## src/sv/assert_macros.svh

```systemverilog
// assertion macros for the rtl, included by sorted_table_insert_search
`ifndef ASSERT_MACROS_SVH
`define ASSERT_MACROS_SVH

// clocked property check, off while reset is asserted
`define STIS_ASSERT(label, prop, msg) \
  label: assert property (@(posedge clk) disable iff (!rst_n) prop) else $error(msg);

// clocked check that also holds during reset
`define STIS_ASSERT_ALWAYS(label, prop, msg) \
  label: assert property (@(posedge clk) prop) else $error(msg);

`endif

```

## src/sv/stis_pkg.sv

```systemverilog
// ----------------------------------------------------------------------------
// stis_pkg
// shared constants, request codes and memory port types of the sorted table
// ----------------------------------------------------------------------------
package stis_pkg;

  localparam int DEPTH   = 64;
  localparam int VALUE_W = 16;
  localparam int ADDR_W  = $clog2(DEPTH);
  localparam int CNT_W   = $clog2(DEPTH + 1);

  // request codes
  localparam logic [1:0] REQ_CLEAR  = 2'd0;
  localparam logic [1:0] REQ_APPEND = 2'd1;
  localparam logic [1:0] REQ_SEARCH = 2'd2;

  typedef logic signed [VALUE_W-1:0] value_t;
  typedef logic [ADDR_W-1:0]         addr_t;
  typedef logic [CNT_W-1:0]          cnt_t;

  // one read port and one write port per cycle
  typedef struct packed {
    logic   rd_en;
    addr_t  rd_addr;
    logic   wr_en;
    addr_t  wr_addr;
    value_t wr_data;
  } mem_req_t;

endpackage

```

## src/sv/stis_store.sv

```systemverilog
// ----------------------------------------------------------------------------
// stis_store
// value store of the sorted table: one write port, one registered read port
// ----------------------------------------------------------------------------
module stis_store import stis_pkg::*; (
  input  logic     clk,
  input  mem_req_t req,
  output value_t   rd_data
);

  value_t mem [DEPTH];
  value_t rd_data_r;

  // write port
  always_ff @(posedge clk) begin
    if (req.wr_en) begin
      mem[req.wr_addr] <= req.wr_data;
    end
  end

  // read port, registered
  always_ff @(posedge clk) begin
    if (req.rd_en) begin
      rd_data_r <= mem[req.rd_addr];
    end
  end

  assign rd_data = rd_data_r;

endmodule

```

## src/sv/sorted_table_insert_search.sv

```systemverilog
// ----------------------------------------------------------------------------
// sorted_table_insert_search
// sorted store of signed values with ordered insert and binary search
// ----------------------------------------------------------------------------
// usage:
//   an item is taken at a rising edge with start high and busy low; it is a
//   request code (clear, append, search; code 3 does nothing) and a value.
//   every item gives exactly one result, shown for one cycle with out_valid.
//   clear and unused codes: result one cycle after the item, busy stays low.
//   append: walks down from the top entry, one entry moved per cycle through
//   the store's separate read and write ports until the key's place is found;
//   an empty or full store answers without going busy.
//   search: binary search, each probe a read state and then a compare
//   state, since the store's read port is registered.
//   out_entry_total is the count after the request; out_status flags an
//   append dropped on a full store.
//   reset empties the store (count to zero); values need no clearing.
//   the receiver cannot stall: results are registered and shown once.
// ----------------------------------------------------------------------------
`include "assert_macros.svh"

module sorted_table_insert_search import stis_pkg::*; (
  input  logic              clk,
  input  logic              rst_n,
  input  logic              start,
  output logic              busy,
  input  logic [1:0]        in_req_type,
  input  logic signed [VALUE_W-1:0] in_value,
  output logic              out_valid,
  output logic              out_found,
  output logic [ADDR_W-1:0] out_position,
  output logic [CNT_W-1:0]  out_rank,
  output logic [CNT_W-1:0]  out_entry_total,
  output logic              out_status
);

  typedef enum logic [4:0] {
    ST_IDLE     = 5'b00001,
    ST_INS      = 5'b00010,
    ST_INS_PUT  = 5'b00100,
    ST_SRCH_RD  = 5'b01000,
    ST_SRCH_CMP = 5'b10000
  } state_t;

  state_t   state_r, state_nxt;
  cnt_t     cnt_r, cnt_nxt;
  addr_t    j_r, j_nxt;
  cnt_t     lo_r, lo_nxt;
  cnt_t     hi1_r, hi1_nxt;
  addr_t    mid_r, mid_nxt;
  value_t   key_r, key_nxt;
  mem_req_t mem_req;
  value_t   rd_data;

  logic     fin;
  logic     fin_found;
  addr_t    fin_pos;
  cnt_t     fin_rank;
  logic     fin_status;

  logic [CNT_W:0] mid_sum;

  logic     out_valid_r;
  logic     out_found_r;
  addr_t    out_position_r;
  cnt_t     out_rank_r;
  cnt_t     out_entry_total_r;
  logic     out_status_r;

  stis_store u_store (
    .clk     (clk),
    .req     (mem_req),
    .rd_data (rd_data)
  );

  // floor midpoint of lo .. hi1-1
  assign mid_sum = {1'b0, lo_r} + {1'b0, hi1_r} - (CNT_W+1)'(1);

  // request sequencer
  always_comb begin
    state_nxt  = state_r;
    cnt_nxt    = cnt_r;
    j_nxt      = j_r;
    lo_nxt     = lo_r;
    hi1_nxt    = hi1_r;
    mid_nxt    = mid_r;
    key_nxt    = key_r;
    mem_req    = '0;
    fin        = 1'b0;
    fin_found  = 1'b0;
    fin_pos    = '0;
    fin_rank   = '0;
    fin_status = 1'b0;
    case (state_r)
      ST_IDLE: begin
        if (start) begin
          key_nxt = in_value;
          case (in_req_type)
            REQ_CLEAR: begin
              cnt_nxt = '0;
              fin     = 1'b1;
            end
            REQ_APPEND: begin
              if (cnt_r == CNT_W'(DEPTH)) begin
                fin        = 1'b1;
                fin_status = 1'b1;
              end else if (cnt_r == '0) begin
                mem_req.wr_en   = 1'b1;
                mem_req.wr_addr = '0;
                mem_req.wr_data = in_value;
                cnt_nxt         = CNT_W'(1);
                fin             = 1'b1;
              end else begin
                mem_req.rd_en   = 1'b1;
                mem_req.rd_addr = cnt_r[ADDR_W-1:0] - ADDR_W'(1);
                j_nxt           = cnt_r[ADDR_W-1:0];
                state_nxt       = ST_INS;
              end
            end
            REQ_SEARCH: begin
              if (cnt_r == '0) begin
                fin = 1'b1;
              end else begin
                lo_nxt    = '0;
                hi1_nxt   = cnt_r;
                state_nxt = ST_SRCH_RD;
              end
            end
            default: begin
              fin = 1'b1;
            end
          endcase
        end
      end
      ST_INS: begin
        // rd_data holds the entry just below the hole at j
        if (key_r < rd_data) begin
          mem_req.wr_en   = 1'b1;
          mem_req.wr_addr = j_r;
          mem_req.wr_data = rd_data;
          j_nxt           = j_r - ADDR_W'(1);
          if (j_r != ADDR_W'(1)) begin
            mem_req.rd_en   = 1'b1;
            mem_req.rd_addr = j_r - ADDR_W'(2);
          end else begin
            state_nxt = ST_INS_PUT;
          end
        end else begin
          mem_req.wr_en   = 1'b1;
          mem_req.wr_addr = j_r;
          mem_req.wr_data = key_r;
          cnt_nxt         = cnt_r + CNT_W'(1);
          fin             = 1'b1;
          state_nxt       = ST_IDLE;
        end
      end
      ST_INS_PUT: begin
        // everything moved up, key goes to the bottom
        mem_req.wr_en   = 1'b1;
        mem_req.wr_addr = j_r;
        mem_req.wr_data = key_r;
        cnt_nxt         = cnt_r + CNT_W'(1);
        fin             = 1'b1;
        state_nxt       = ST_IDLE;
      end
      ST_SRCH_RD: begin
        if (lo_r < hi1_r) begin
          mem_req.rd_en   = 1'b1;
          mem_req.rd_addr = mid_sum[ADDR_W:1];
          mid_nxt         = mid_sum[ADDR_W:1];
          state_nxt       = ST_SRCH_CMP;
        end else begin
          fin       = 1'b1;
          state_nxt = ST_IDLE;
        end
      end
      ST_SRCH_CMP: begin
        if (rd_data == key_r) begin
          fin       = 1'b1;
          fin_found = 1'b1;
          fin_pos   = mid_r;
          fin_rank  = cnt_r - {1'b0, mid_r};
          state_nxt = ST_IDLE;
        end else begin
          if (rd_data > key_r) begin
            hi1_nxt = {1'b0, mid_r};
          end else begin
            lo_nxt = {1'b0, mid_r} + CNT_W'(1);
          end
          state_nxt = ST_SRCH_RD;
        end
      end
      default: begin
        state_nxt = ST_IDLE;
      end
    endcase
  end

  // control registers
  always_ff @(posedge clk) begin
    if (!rst_n) begin
      state_r     <= ST_IDLE;
      cnt_r       <= '0;
      out_valid_r <= 1'b0;
    end else begin
      state_r     <= state_nxt;
      cnt_r       <= cnt_nxt;
      out_valid_r <= fin;
    end
  end

  // working registers
  always_ff @(posedge clk) begin
    j_r   <= j_nxt;
    lo_r  <= lo_nxt;
    hi1_r <= hi1_nxt;
    mid_r <= mid_nxt;
    key_r <= key_nxt;
  end

  // result register
  always_ff @(posedge clk) begin
    if (fin) begin
      out_found_r       <= fin_found;
      out_position_r    <= fin_pos;
      out_rank_r        <= fin_rank;
      out_entry_total_r <= cnt_nxt;
      out_status_r      <= fin_status;
    end
  end

  assign busy            = (state_r != ST_IDLE);
  assign out_valid       = out_valid_r;
  assign out_found       = out_found_r;
  assign out_position    = out_position_r;
  assign out_rank        = out_rank_r;
  assign out_entry_total = out_entry_total_r;
  assign out_status      = out_status_r;

  // checks
  `STIS_ASSERT(a_cnt_range, cnt_r <= CNT_W'(DEPTH), "entry count above depth")
  `STIS_ASSERT(a_no_rw_clash,
    (mem_req.wr_en && mem_req.rd_en) |-> (mem_req.wr_addr != mem_req.rd_addr),
    "read and write hit the same entry")
  `STIS_ASSERT(a_ins_hole, (state_r == ST_INS) |-> (j_r != '0), "insert shift reached entry zero")
  `STIS_ASSERT(a_hit_rank,
    (out_valid && out_found) |-> ((out_rank + {1'b0, out_position}) == out_entry_total),
    "rank does not match position")

endmodule

```

## config.mk

```make
export PLATFORM = sky130hd
export DESIGN_NAME = sorted_table_insert_search
export DESIGN_NICKNAME = d
export VERILOG_FILES = /design/src/sv/stis_pkg.sv /design/src/sv/stis_store.sv /design/src/sv/sorted_table_insert_search.sv
export VERILOG_INCLUDE_DIRS = /design/src /design/src/sv
export SDC_FILE = /design/constraint.sdc
export NUM_CORES = 1
export LEC_CHECK = 0
export ABC_CLOCK_PERIOD_IN_PS = 14700
export BUFFER_PORTS_ARGS = -buffer_cell sky130_fd_sc_hd__buf_2
export CORE_ASPECT_RATIO = 0.9
export CORE_MARGIN = 4
export CORE_UTILIZATION = 48
export CTS_BUF_LIST = sky130_fd_sc_hd__clkbuf_16
export DETAILED_ROUTE_END_ITERATION = 16
export PLACE_DENSITY = 0.61
export SLEW_MARGIN = 20
export SYNTH_ARGS = -nofsm -noshare
export SYNTH_HDL_FRONTEND = slang
export SYNTH_HIERARCHICAL = 1
export SYNTH_SLANG_ARGS = --single-unit
export TNS_END_PERCENT = 5
```

## constraint.sdc

```tcl
create_clock -name clk -period 14.7 [get_ports clk]
set_clock_uncertainty 0.2 [all_clocks]
set_input_delay 0.735 -clock clk [delete_from_list [all_inputs] [get_ports clk]]
set_output_delay 0.735 -clock clk [all_outputs]
set_load 0.01 [all_outputs]
```

# Word level (Yosys, flattened, before mapping)
# Memories as Yosys holds them, arrays and structs flattened. A register that Yosys moved wholly into a read port is not among the register bits.
# Index checks and enable logic that the tools add are counted.
# word_totals
register_bits	77
ram_bits	1024
inputBits	21
word_cells	118
mem_count	1
# memory_table
memory	depth	width	rd	rd_ports_with_merged_regs	write_ports	line_no	rtl
u_store.mem	64	16	1	1	1	stis_store.sv:11	value_t mem [DEPTH];
# classes
add_sub_neg	8
order_cmp	3
eq_ne	25
mux	56
n_reduce_logical	12
# op_table
op	count
7-bit two-way mux	18
30-bit two-way mux	3
23-bit one-hot mux with 3 select lines	1
7-bit one-hot mux with 2 select lines	3
7-bit one-hot mux with 3 select lines	2
5-bit two-way mux	7
6-bit two-way mux	5
6-bit AND reduction	4
23-bit two-way mux	1
5-bit one-hot mux with 4 select lines	1
16-bit == test	1
16-bit greater-than comparator	1
16-bit < comparator	1
16-bit two-way mux	1
2-bit inequality test (second input constant)	7
3-bit inequality test (second input constant)	4
6-bit one-hot mux with 2 select lines	1
6-bit by 1-bit subtractor with 6-bit output (second input constant)	2
5-bit one-hot mux with 2 select lines	1
1-bit two-way mux	9
6-bit by 1-bit adder with 7-bit output (second input constant)	1
7-bit by 1-bit adder with 7-bit output (second input constant)	1
7-bit adder	1
7-bit == test (second input constant)	1
23 further kinds	27

# Depth between registers and ports, before layout
# Gate-level depths: netlist (run 1).
# depth
depth_word	8
depth_mapped	20

# Cells and area by module
# Netlist (run 1), hierarchy kept.
# modules_own_cells
module	n_inst	cells_each	area_per_inst_um2	seq_area_each_um2
stis_store	1	1828	40179.8	31230.0
sorted_table_insert_search	1	504	4986.0	2182.1

# Least setup slack after synthesis (run 1)
# OpenSTA, ideal clock, no wires.
# synth_path
kind	register -> register
start	reg u_store.rd_data_r[5] (netlist: u_store/rd_data[5]), read port of u_store.mem
end	mem u_store/mem[0][1] in the netlist's numbering, data pin
arrival_ps	4414
t_required_ps	13798
setup_slack_ps	9384
path_stages_with_launch	9
n_path_buf	0
cell_sequence	edfxtp_1 -> ha_1 -> a21o_1 -> a21o_1 -> a221oi_1 -> o211ai_2 -> a21oi_4 -> nor2_2 -> o21ai_0
# synth_rtl
item	line_no	rtl
from (decl)	stis_store.sv:12	value_t rd_data_r;
to (decl)	stis_store.sv:11	

==> impl_metrics.yaml, run 1 <==
status:
  outcome: "finished clean"
setup_path:
  critical_path_peak_fanout: 46
  critical_path_arrival_ps: 6730
  worst_path_slowest_cell: "sky130_fd_sc_hd__buf_4"
  cp.required_ps: 14850
  critical_path.n_buffers_inverters: 2
  cpLargestDelayFamily: "compound AO/OA/AOI/OAI gates"
  critical_path.cell_chain: "ha_1, nand2_2, nor4_2, nor2_1, o211ai_2, and2_4, nand2_2, o221ai_4, buf_4, buf_4, nor2b_1, a221oi_1, a221oi_1, a311oi_1"
  timing.critical_path.slowest_cell_delay_ps: 790
  worst_setup_path_end_kind: "register"
  worstSetupPathType: "reg -> reg"
  start_kind: "register"
placed_design:
  hpwlAfterDp_um: 65200
  gpl.final_weighted_congestion: 0.882
  pre_cts_slack_ps: 8220
  port-buffer-count: 44
logic_synthesis:
  ys.flop_type: "sky130_fd_sc_hd__edfxtp_1"
  yosys_register_bits: 1117
  ys_seq_area_share_pct: 74.0
  netlist.top_cell.by_area: "sky130_fd_sc_hd__edfxtp_1"
  synth.top_cell.area_share_pct: 73.4
  synth_cell_type_count: 73
  number_of_enable_type_register_cells_in_the_synthesized_netlist: 1104
  mappedNetlistNets: 2404
  synthCells: 2332
  asyncSetResetFlopFracSynth_pct: 0
  mappedNetlistArea_mm2: 0.0452
  synth.area.top_cells: "sky130_fd_sc_hd__edfxtp_1 73%, sky130_fd_sc_hd__mux4_2 11%, sky130_fd_sc_hd__mux2i_1 1.9%, sky130_fd_sc_hd__ha_1 1.4%, sky130_fd_sc_hd__nor2_1 0.96%"
  yosys_warnings: 6
  synth_area_per_cell_um2: 19.4
cells_and_area:
  final-seq-area_mm2: 0.0334
  syn2layout_area_growth_pct: 12.4
  multi_input_area_mm2: 0.0111
  filler_cell_count: 7143
  final_net_count: 2529
  fraction_of_final_layout_cells_with_drive_strength_greater_than_1_pct: 23.4
  layout_common_cells: "1104 x sky130_fd_sc_hd__edfxtp_1, 216 x sky130_fd_sc_hd__mux4_2, 111 x sky130_fd_sc_hd__clkbuf_16"
  num_antenna_cells: 0
  layout_commonest_cell: "sky130_fd_sc_hd__edfxtp_1"
sta:
  rsz0062_at_grt: "false"
  finalSetupViolations: 0
  max_slew.worst_pin.slew_ps: 1130
  timing.setup.tns_ps: 0
  max_freq_ghz: 0.152
  post-route-worst-setup-slack_ps: 8120
  finalHoldViolCount: 0
  max_slew_margin_pct: 24.3
  post-route-min-period_ps: 6580
  finalCritPeriodShare_pct: 44.8
  timing.final.max_slew_violations: 0
drt:
  finalWirelength_um: 110000
  final_antenna_net_count: 0
  drt_pass1_iterations: 5
  post-route-drc-count: 0
  post_drt_via_cell_ratio: 6.16
  initialDrtViolationCount: 2915
  via_count: 23355
  routed_wire_length_per_instance_um: 29.1
grt:
  grt_first_pass_wirelength_um: 162000
  maximum_number_of_pins_on_one_net_before_global_route_repair: 131
  grt_antenna_before_repair: 3
  groute.usage.overall_pct: 22.2
  first_global_vias: 22886
  global_route.overflow_total: 0
pwr:
  power_frac_seq_pct: 53.2
  power.density_cell_area_mw_per_mm2: 132
  share_comb_of_total_power_pct: 5.1
  clkPwrFrac_pct: 41.6
  p_int_mw: 5.25
  peakVddDrop_uv: 103
  switching_share_pct: 21.5
  p_sw_mw: 1.44
  static-leakage-power_nw: 16.1
clocking:
  post_cts_resize_count: 0
  tritoncts: "done"
  clockBufferDepth: 3
  clk_pin_slew_ps: 60
  hold_buffers: 0
  ctsHtreeMaxLevel: 3
  cts-buffers-inserted: 111
  library_cell_used_as_clock_root_buffer: "sky130_fd_sc_hd__clkbuf_16"
  post_cts_buffers: 0
  clk_latency_worst_skew_pair_ps: 690
  clock-sinks: 1117
floorplanning:
  io_pins: 45
  die_y_um: 299
  floorplan.initialDensity_pct: 48.5
  core_mm2: 0.0931
  die_area_mm2: 0.0991
  rows: 106
  die_x_um: 331
min_path:
  hp-class: "in -> reg"
flow_run:
  max_cap_viol_count: 0
[synth_stat cells, types with 6 or more instances]
master                        n
sky130_fd_sc_hd__nor2_1     115
sky130_fd_sc_hd__dfxtp_1     13
sky130_fd_sc_hd__a22o_1       7
sky130_fd_sc_hd__inv_1       59
sky130_fd_sc_hd__nor4_2       6
sky130_fd_sc_hd__buf_2       41
sky130_fd_sc_hd__mux2_2      27
sky130_fd_sc_hd__a221o_1      7
sky130_fd_sc_hd__a311oi_1     8
sky130_fd_sc_hd__o21ai_1     21
sky130_fd_sc_hd__buf_6       19
sky130_fd_sc_hd__and2_1      11
sky130_fd_sc_hd__nand3_1     34
sky130_fd_sc_hd__nand2_1     88
sky130_fd_sc_hd__a21o_1       7
sky130_fd_sc_hd__mux2i_1     85
sky130_fd_sc_hd__nor2b_1     37
sky130_fd_sc_hd__and4_1       6
sky130_fd_sc_hd__a21oi_1     44
sky130_fd_sc_hd__a211o_1      8
sky130_fd_sc_hd__xnor2_1     20
sky130_fd_sc_hd__a22oi_1     51
sky130_fd_sc_hd__ha_1        49
sky130_fd_sc_hd__o21ai_0     36
sky130_fd_sc_hd__nand2b_1     9
sky130_fd_sc_hd__clkbuf_1    34
sky130_fd_sc_hd__nand4_1     15
sky130_fd_sc_hd__xor2_1       7
sky130_fd_sc_hd__a221oi_1    17
sky130_fd_sc_hd__buf_4       12
sky130_fd_sc_hd__a211oi_1     9
sky130_fd_sc_hd__mux4_2     216
sky130_fd_sc_hd__nand3b_1     8
sky130_fd_sc_hd__nor3_1      10
sky130_fd_sc_hd__a31oi_1     12
sky130_fd_sc_hd__edfxtp_1  1104
sky130_fd_sc_hd__mux4_1       8
[cell type report]
class                      instances  share of cell area (%)
clock inverter                    95                    1.61
tap                             1242                    3.06
sequential                      1117                    65.8
clock buffer                     111                    5.47
timing repair buffer             129                    1.77
multi-input combinational       1038                    21.8
inverter                          60                   0.444
[flip-flops by register name, indices dropped and copies added, names as in the netlist]
name,count
u_store/rd_data,16
key_r,16
lo_r,7
out_found,1
out_position,6
hi1_r,7
state_r,5
mid_r,6
out_status,1
out_valid,1
out_entry_total,7
out_rank,7
j_r,6
cnt_r,7
u_store/mem,1024
[power groups by stage]
stage | sequential, mW | clock (mW) | combinational (mW)
after floorplan | 3.64 | 0 | 0.199
after global placement | 3.63 | 0 | 0.338
after detailed placement | 3.63 | 0 | 0.344
after CTS | 3.56 | 2.83 | 0.344
after global routing | 3.56 | 2.98 | 0.368
final | 3.56 | 2.78 | 0.344
[cells by family (layout without fill, tap and decap cells)]
group / Yosys count / count (layout) / share of synthesized area (%)
xor gates and xnor gates: 27 / 27 / 0.524
buffers and inverters: 177 / 395 / 2.24
DFF: 1117 / 1117 / 74.0
AOI/OAI and AO/OA: 259 / 259 / 4.02
adders and majority gates: 51 / 51 / 1.45
and+or+nand+nor: 365 / 365 / 4.00
muxes: 336 / 336 / 13.8
[layer usage]
| metal | share of wire (%) | track usage (%) | routed length (um) | up-vias |
|---|---|---|---|---|
| met3 | 8.7 | 4.77 | 9560 | 162 |
| met2 | 46 | 33.4 | 50400 | 1072 |
| met5 | 0 | 0 | 0 | - |
| met4 | 2.5 | 5.62 | 2790 | 0 |
| li1 | - | - | - | 9754 |
| met1 | 43 | 33.5 | 47700 | 12367 |
[through the flow]
step / util (%) / total power, mW / area [um^2] / hold slack (ps) / instances
2_1_floorplan: - / 3.83 / 45200 / 322 / 2332
3_3_place_gp: 50.6 / 3.97 / 47100 / 369 / 3586
3_5_place_dp: 50.6 / 3.97 / 47200 / 388 / 3586
4_1_cts: 54.5 / 6.74 / 50700 / 36.0 / 3792
5_1_grt: 54.5 / 6.91 / 50700 / 34.4 / 3792
6_report: 54.5 / 6.69 / 50700 / 74.0 / 3792
[worst reg2reg max path, stage by stage (launching register included)]
cell	delay [ps]
sky130_fd_sc_hd__edfxtp_1	410
sky130_fd_sc_hd__ha_1	430
sky130_fd_sc_hd__nand2_2	90
sky130_fd_sc_hd__nor4_2	340
sky130_fd_sc_hd__nor2_1	90
sky130_fd_sc_hd__o211ai_2	280
sky130_fd_sc_hd__and2_4	390
sky130_fd_sc_hd__nand2_2	270
sky130_fd_sc_hd__o221ai_4	220
sky130_fd_sc_hd__buf_4	680
sky130_fd_sc_hd__buf_4	810
sky130_fd_sc_hd__nor2b_1	390
sky130_fd_sc_hd__a221oi_1	610
sky130_fd_sc_hd__a221oi_1	280
sky130_fd_sc_hd__a311oi_1	770
[worst paths after layout]
| kind | end | slack, ps | cells past startpoint | from |
|---|---|---|---|---|
| worst max-delay path | u_store/rd_data[15]$_DFFE_PP_ | 8120 | 14 | u_store/rd_data[15]$_DFFE_PP_ |
| worst min-delay path | key_r[7]$_DFFE_PP_ | 70 | 1 | in_value[7] |
| worst max register to register | u_store/rd_data[15]$_DFFE_PP_ | 8120 | 14 | u_store/rd_data[15]$_DFFE_PP_ |
| worst min register to register | hi1_r[4]$_DFFE_PP_ | 400 | 2 | mid_r[4]$_DFFE_PP_ |
(Power assumes the default switching activity.)
==> run 2: changes to the inputs <==
ABC_CLOCK_PERIOD_IN_PS = 6700   (was 14700)
clock period = 6.7 ns   (was 14.7 ns; I/O delays follow)
==> impl_metrics.yaml, run 2 (synthesized netlist as in run 1, its figures left out) <==
status:
  outcome: "finished clean"
drt:
  routed_wire_length_per_instance_um: 28.7
  drt_pass1_iterations: 5
  initialDrtViolationCount: 2594
  post_drt_via_cell_ratio: 6.10
  post-route-drc-count: 0
  finalWirelength_um: 110000
  final_antenna_net_count: 0
  via_count: 23364
setup_path:
  critical_path_arrival_ps: 6150
  critical_path_peak_fanout: 53
  worstSetupPathType: "reg -> reg"
  cp.required_ps: 6890
  start_kind: "register"
  worst_setup_path_end_kind: "register"
grt:
  grt_first_pass_wirelength_um: 163000
  groute.usage.overall_pct: 22.2
  first_global_vias: 23512
  maximum_number_of_pins_on_one_net_before_global_route_repair: 65
  global_route.overflow_total: 0
  grt_antenna_before_repair: 9
cells_and_area:
  syn2layout_area_growth_pct: 13.4
  largest-register: "u_store/mem"
  layout_common_cells: "1104 x sky130_fd_sc_hd__edfxtp_1, 216 x sky130_fd_sc_hd__mux4_2, 114 x sky130_fd_sc_hd__clkbuf_16"
  largest_register_ffs: 1024
  final_net_count: 2572
  filler_cell_count: 7139
  multi_input_area_mm2: 0.0111
  final-seq-area_mm2: 0.0334
  final_core_utilization_pct: 55.0
  fraction_of_final_layout_cells_with_drive_strength_greater_than_1_pct: 23.6
  layout_commonest_cell: "sky130_fd_sc_hd__edfxtp_1"
clocking:
  post_cts_resize_count: 0
  hold_buffers: 19
  tritoncts: "done"
  clk_pin_slew_ps: 60
  clock-sinks: 1117
  clockBufferDepth: 3
  clk_latency_worst_skew_pair_ps: 710
  ctsHtreeMaxLevel: 3
  cts-buffers-inserted: 112
  post_cts_buffers: 0
  library_cell_used_as_clock_root_buffer: "sky130_fd_sc_hd__clkbuf_16"
sta:
  rsz0062_at_grt: "false"
  finalCritPeriodShare_pct: 88.9
  max_freq_ghz: 0.168
  max_slew_margin_pct: 23.6
  post-route-worst-setup-slack_ps: 741
  timing.final.max_slew_violations: 0
  finalHoldViolCount: 0
  max_slew.worst_pin.slew_ps: 1140
  finalSetupViolations: 0
  timing.setup.tns_ps: 0
  post-route-min-period_ps: 5960
placed_design:
  gpl.final_weighted_congestion: 0.875
  pre_cts_slack_ps: 769
  port-buffer-count: 44
  hpwlAfterDp_um: 67300
floorplanning:
  die_y_um: 299
  core_mm2: 0.0931
  rows: 106
  die_area_mm2: 0.0991
  die_x_um: 331
  io_pins: 45
  floorplan.initialDensity_pct: 48.5
pwr:
  peakVddDrop_uv: 220
  design_power_total_mw: 14.6
  static-leakage-power_nw: 16.3
  power.density_cell_area_mw_per_mm2: 285
min_path:
  hp-class: "in -> reg"
flow_run:
  max_cap_viol_count: 0
run 2: cell type report:
cell class / count / area share (%)
Clock buffer: 114 / 5.57
Clock inverter: 89 / 1.38
Inverter: 60 / 0.440
Antenna cell: 1 / 0.00489
Tap cell: 1242 / 3.04
Sequential cell: 1117 / 65.3
Multi-Input combinational cell: 1038 / 21.6
Timing Repair Buffer: 171 / 2.69
run 2: power breakdown:
| part | internal (mW) | switching (mW) | leakage [nW] |
|---|---|---|---|
| Sequential | 7.78 | 0.0307 | 10.3 |
| Combinational | 0.242 | 0.534 | 4.20 |
| Clock | 3.42 | 2.60 | 1.84 |
run 2: per-layer routing:
metal	GRT usage [%]	vias to the layer above	part of all wire, %
li1	-	9841	-
met1	32.9	12380	43
met2	34.9	995	47
met3	4.29	146	7.8
met4	4.52	2	1.9
met5	0	-	0.012
run 2: worst max-delay path, stage by stage (launching register included):
cell and delay (ps):
sky130_fd_sc_hd__edfxtp_1 530, sky130_fd_sc_hd__ha_1 350, sky130_fd_sc_hd__a21oi_1 180, sky130_fd_sc_hd__nor4_1 70
sky130_fd_sc_hd__a311oi_2 400, sky130_fd_sc_hd__o211a_1 210, sky130_fd_sc_hd__and2_4 320, sky130_fd_sc_hd__nand2_2 270
sky130_fd_sc_hd__o221ai_4 330, sky130_fd_sc_hd__buf_4 440, sky130_fd_sc_hd__buf_12 410, sky130_fd_sc_hd__mux4_2 570
sky130_fd_sc_hd__mux2_2 290, sky130_fd_sc_hd__a221oi_1 870, sky130_fd_sc_hd__a311oi_1 120
run 2: stage by stage:
step	instance area, um^2	hold slack (ps)	instances
after floorplan	45200	234	2332
after global placement	47400	339	3607
after detailed placement	47400	341	3609
after CTS	51200	37.8	3831
after global routing	51200	95.5	3831
final	51200	76.7	3832
run 2: worst paths after layout:
path,from,end,slack [ps],cells after the start
hold reg to reg,mid_r[4]$_DFFE_PP_,hi1_r[4]$_DFFE_PP_,370,2
setup / recovery,u_store/rd_data[9]$_DFFE_PP_,u_store/rd_data[3]$_DFFE_PP_,740,14
setup reg to reg,u_store/rd_data[9]$_DFFE_PP_,u_store/rd_data[3]$_DFFE_PP_,740,14
hold / removal,in_req_type[0],state_r[3]$_SDFFE_PN0P_,80,5
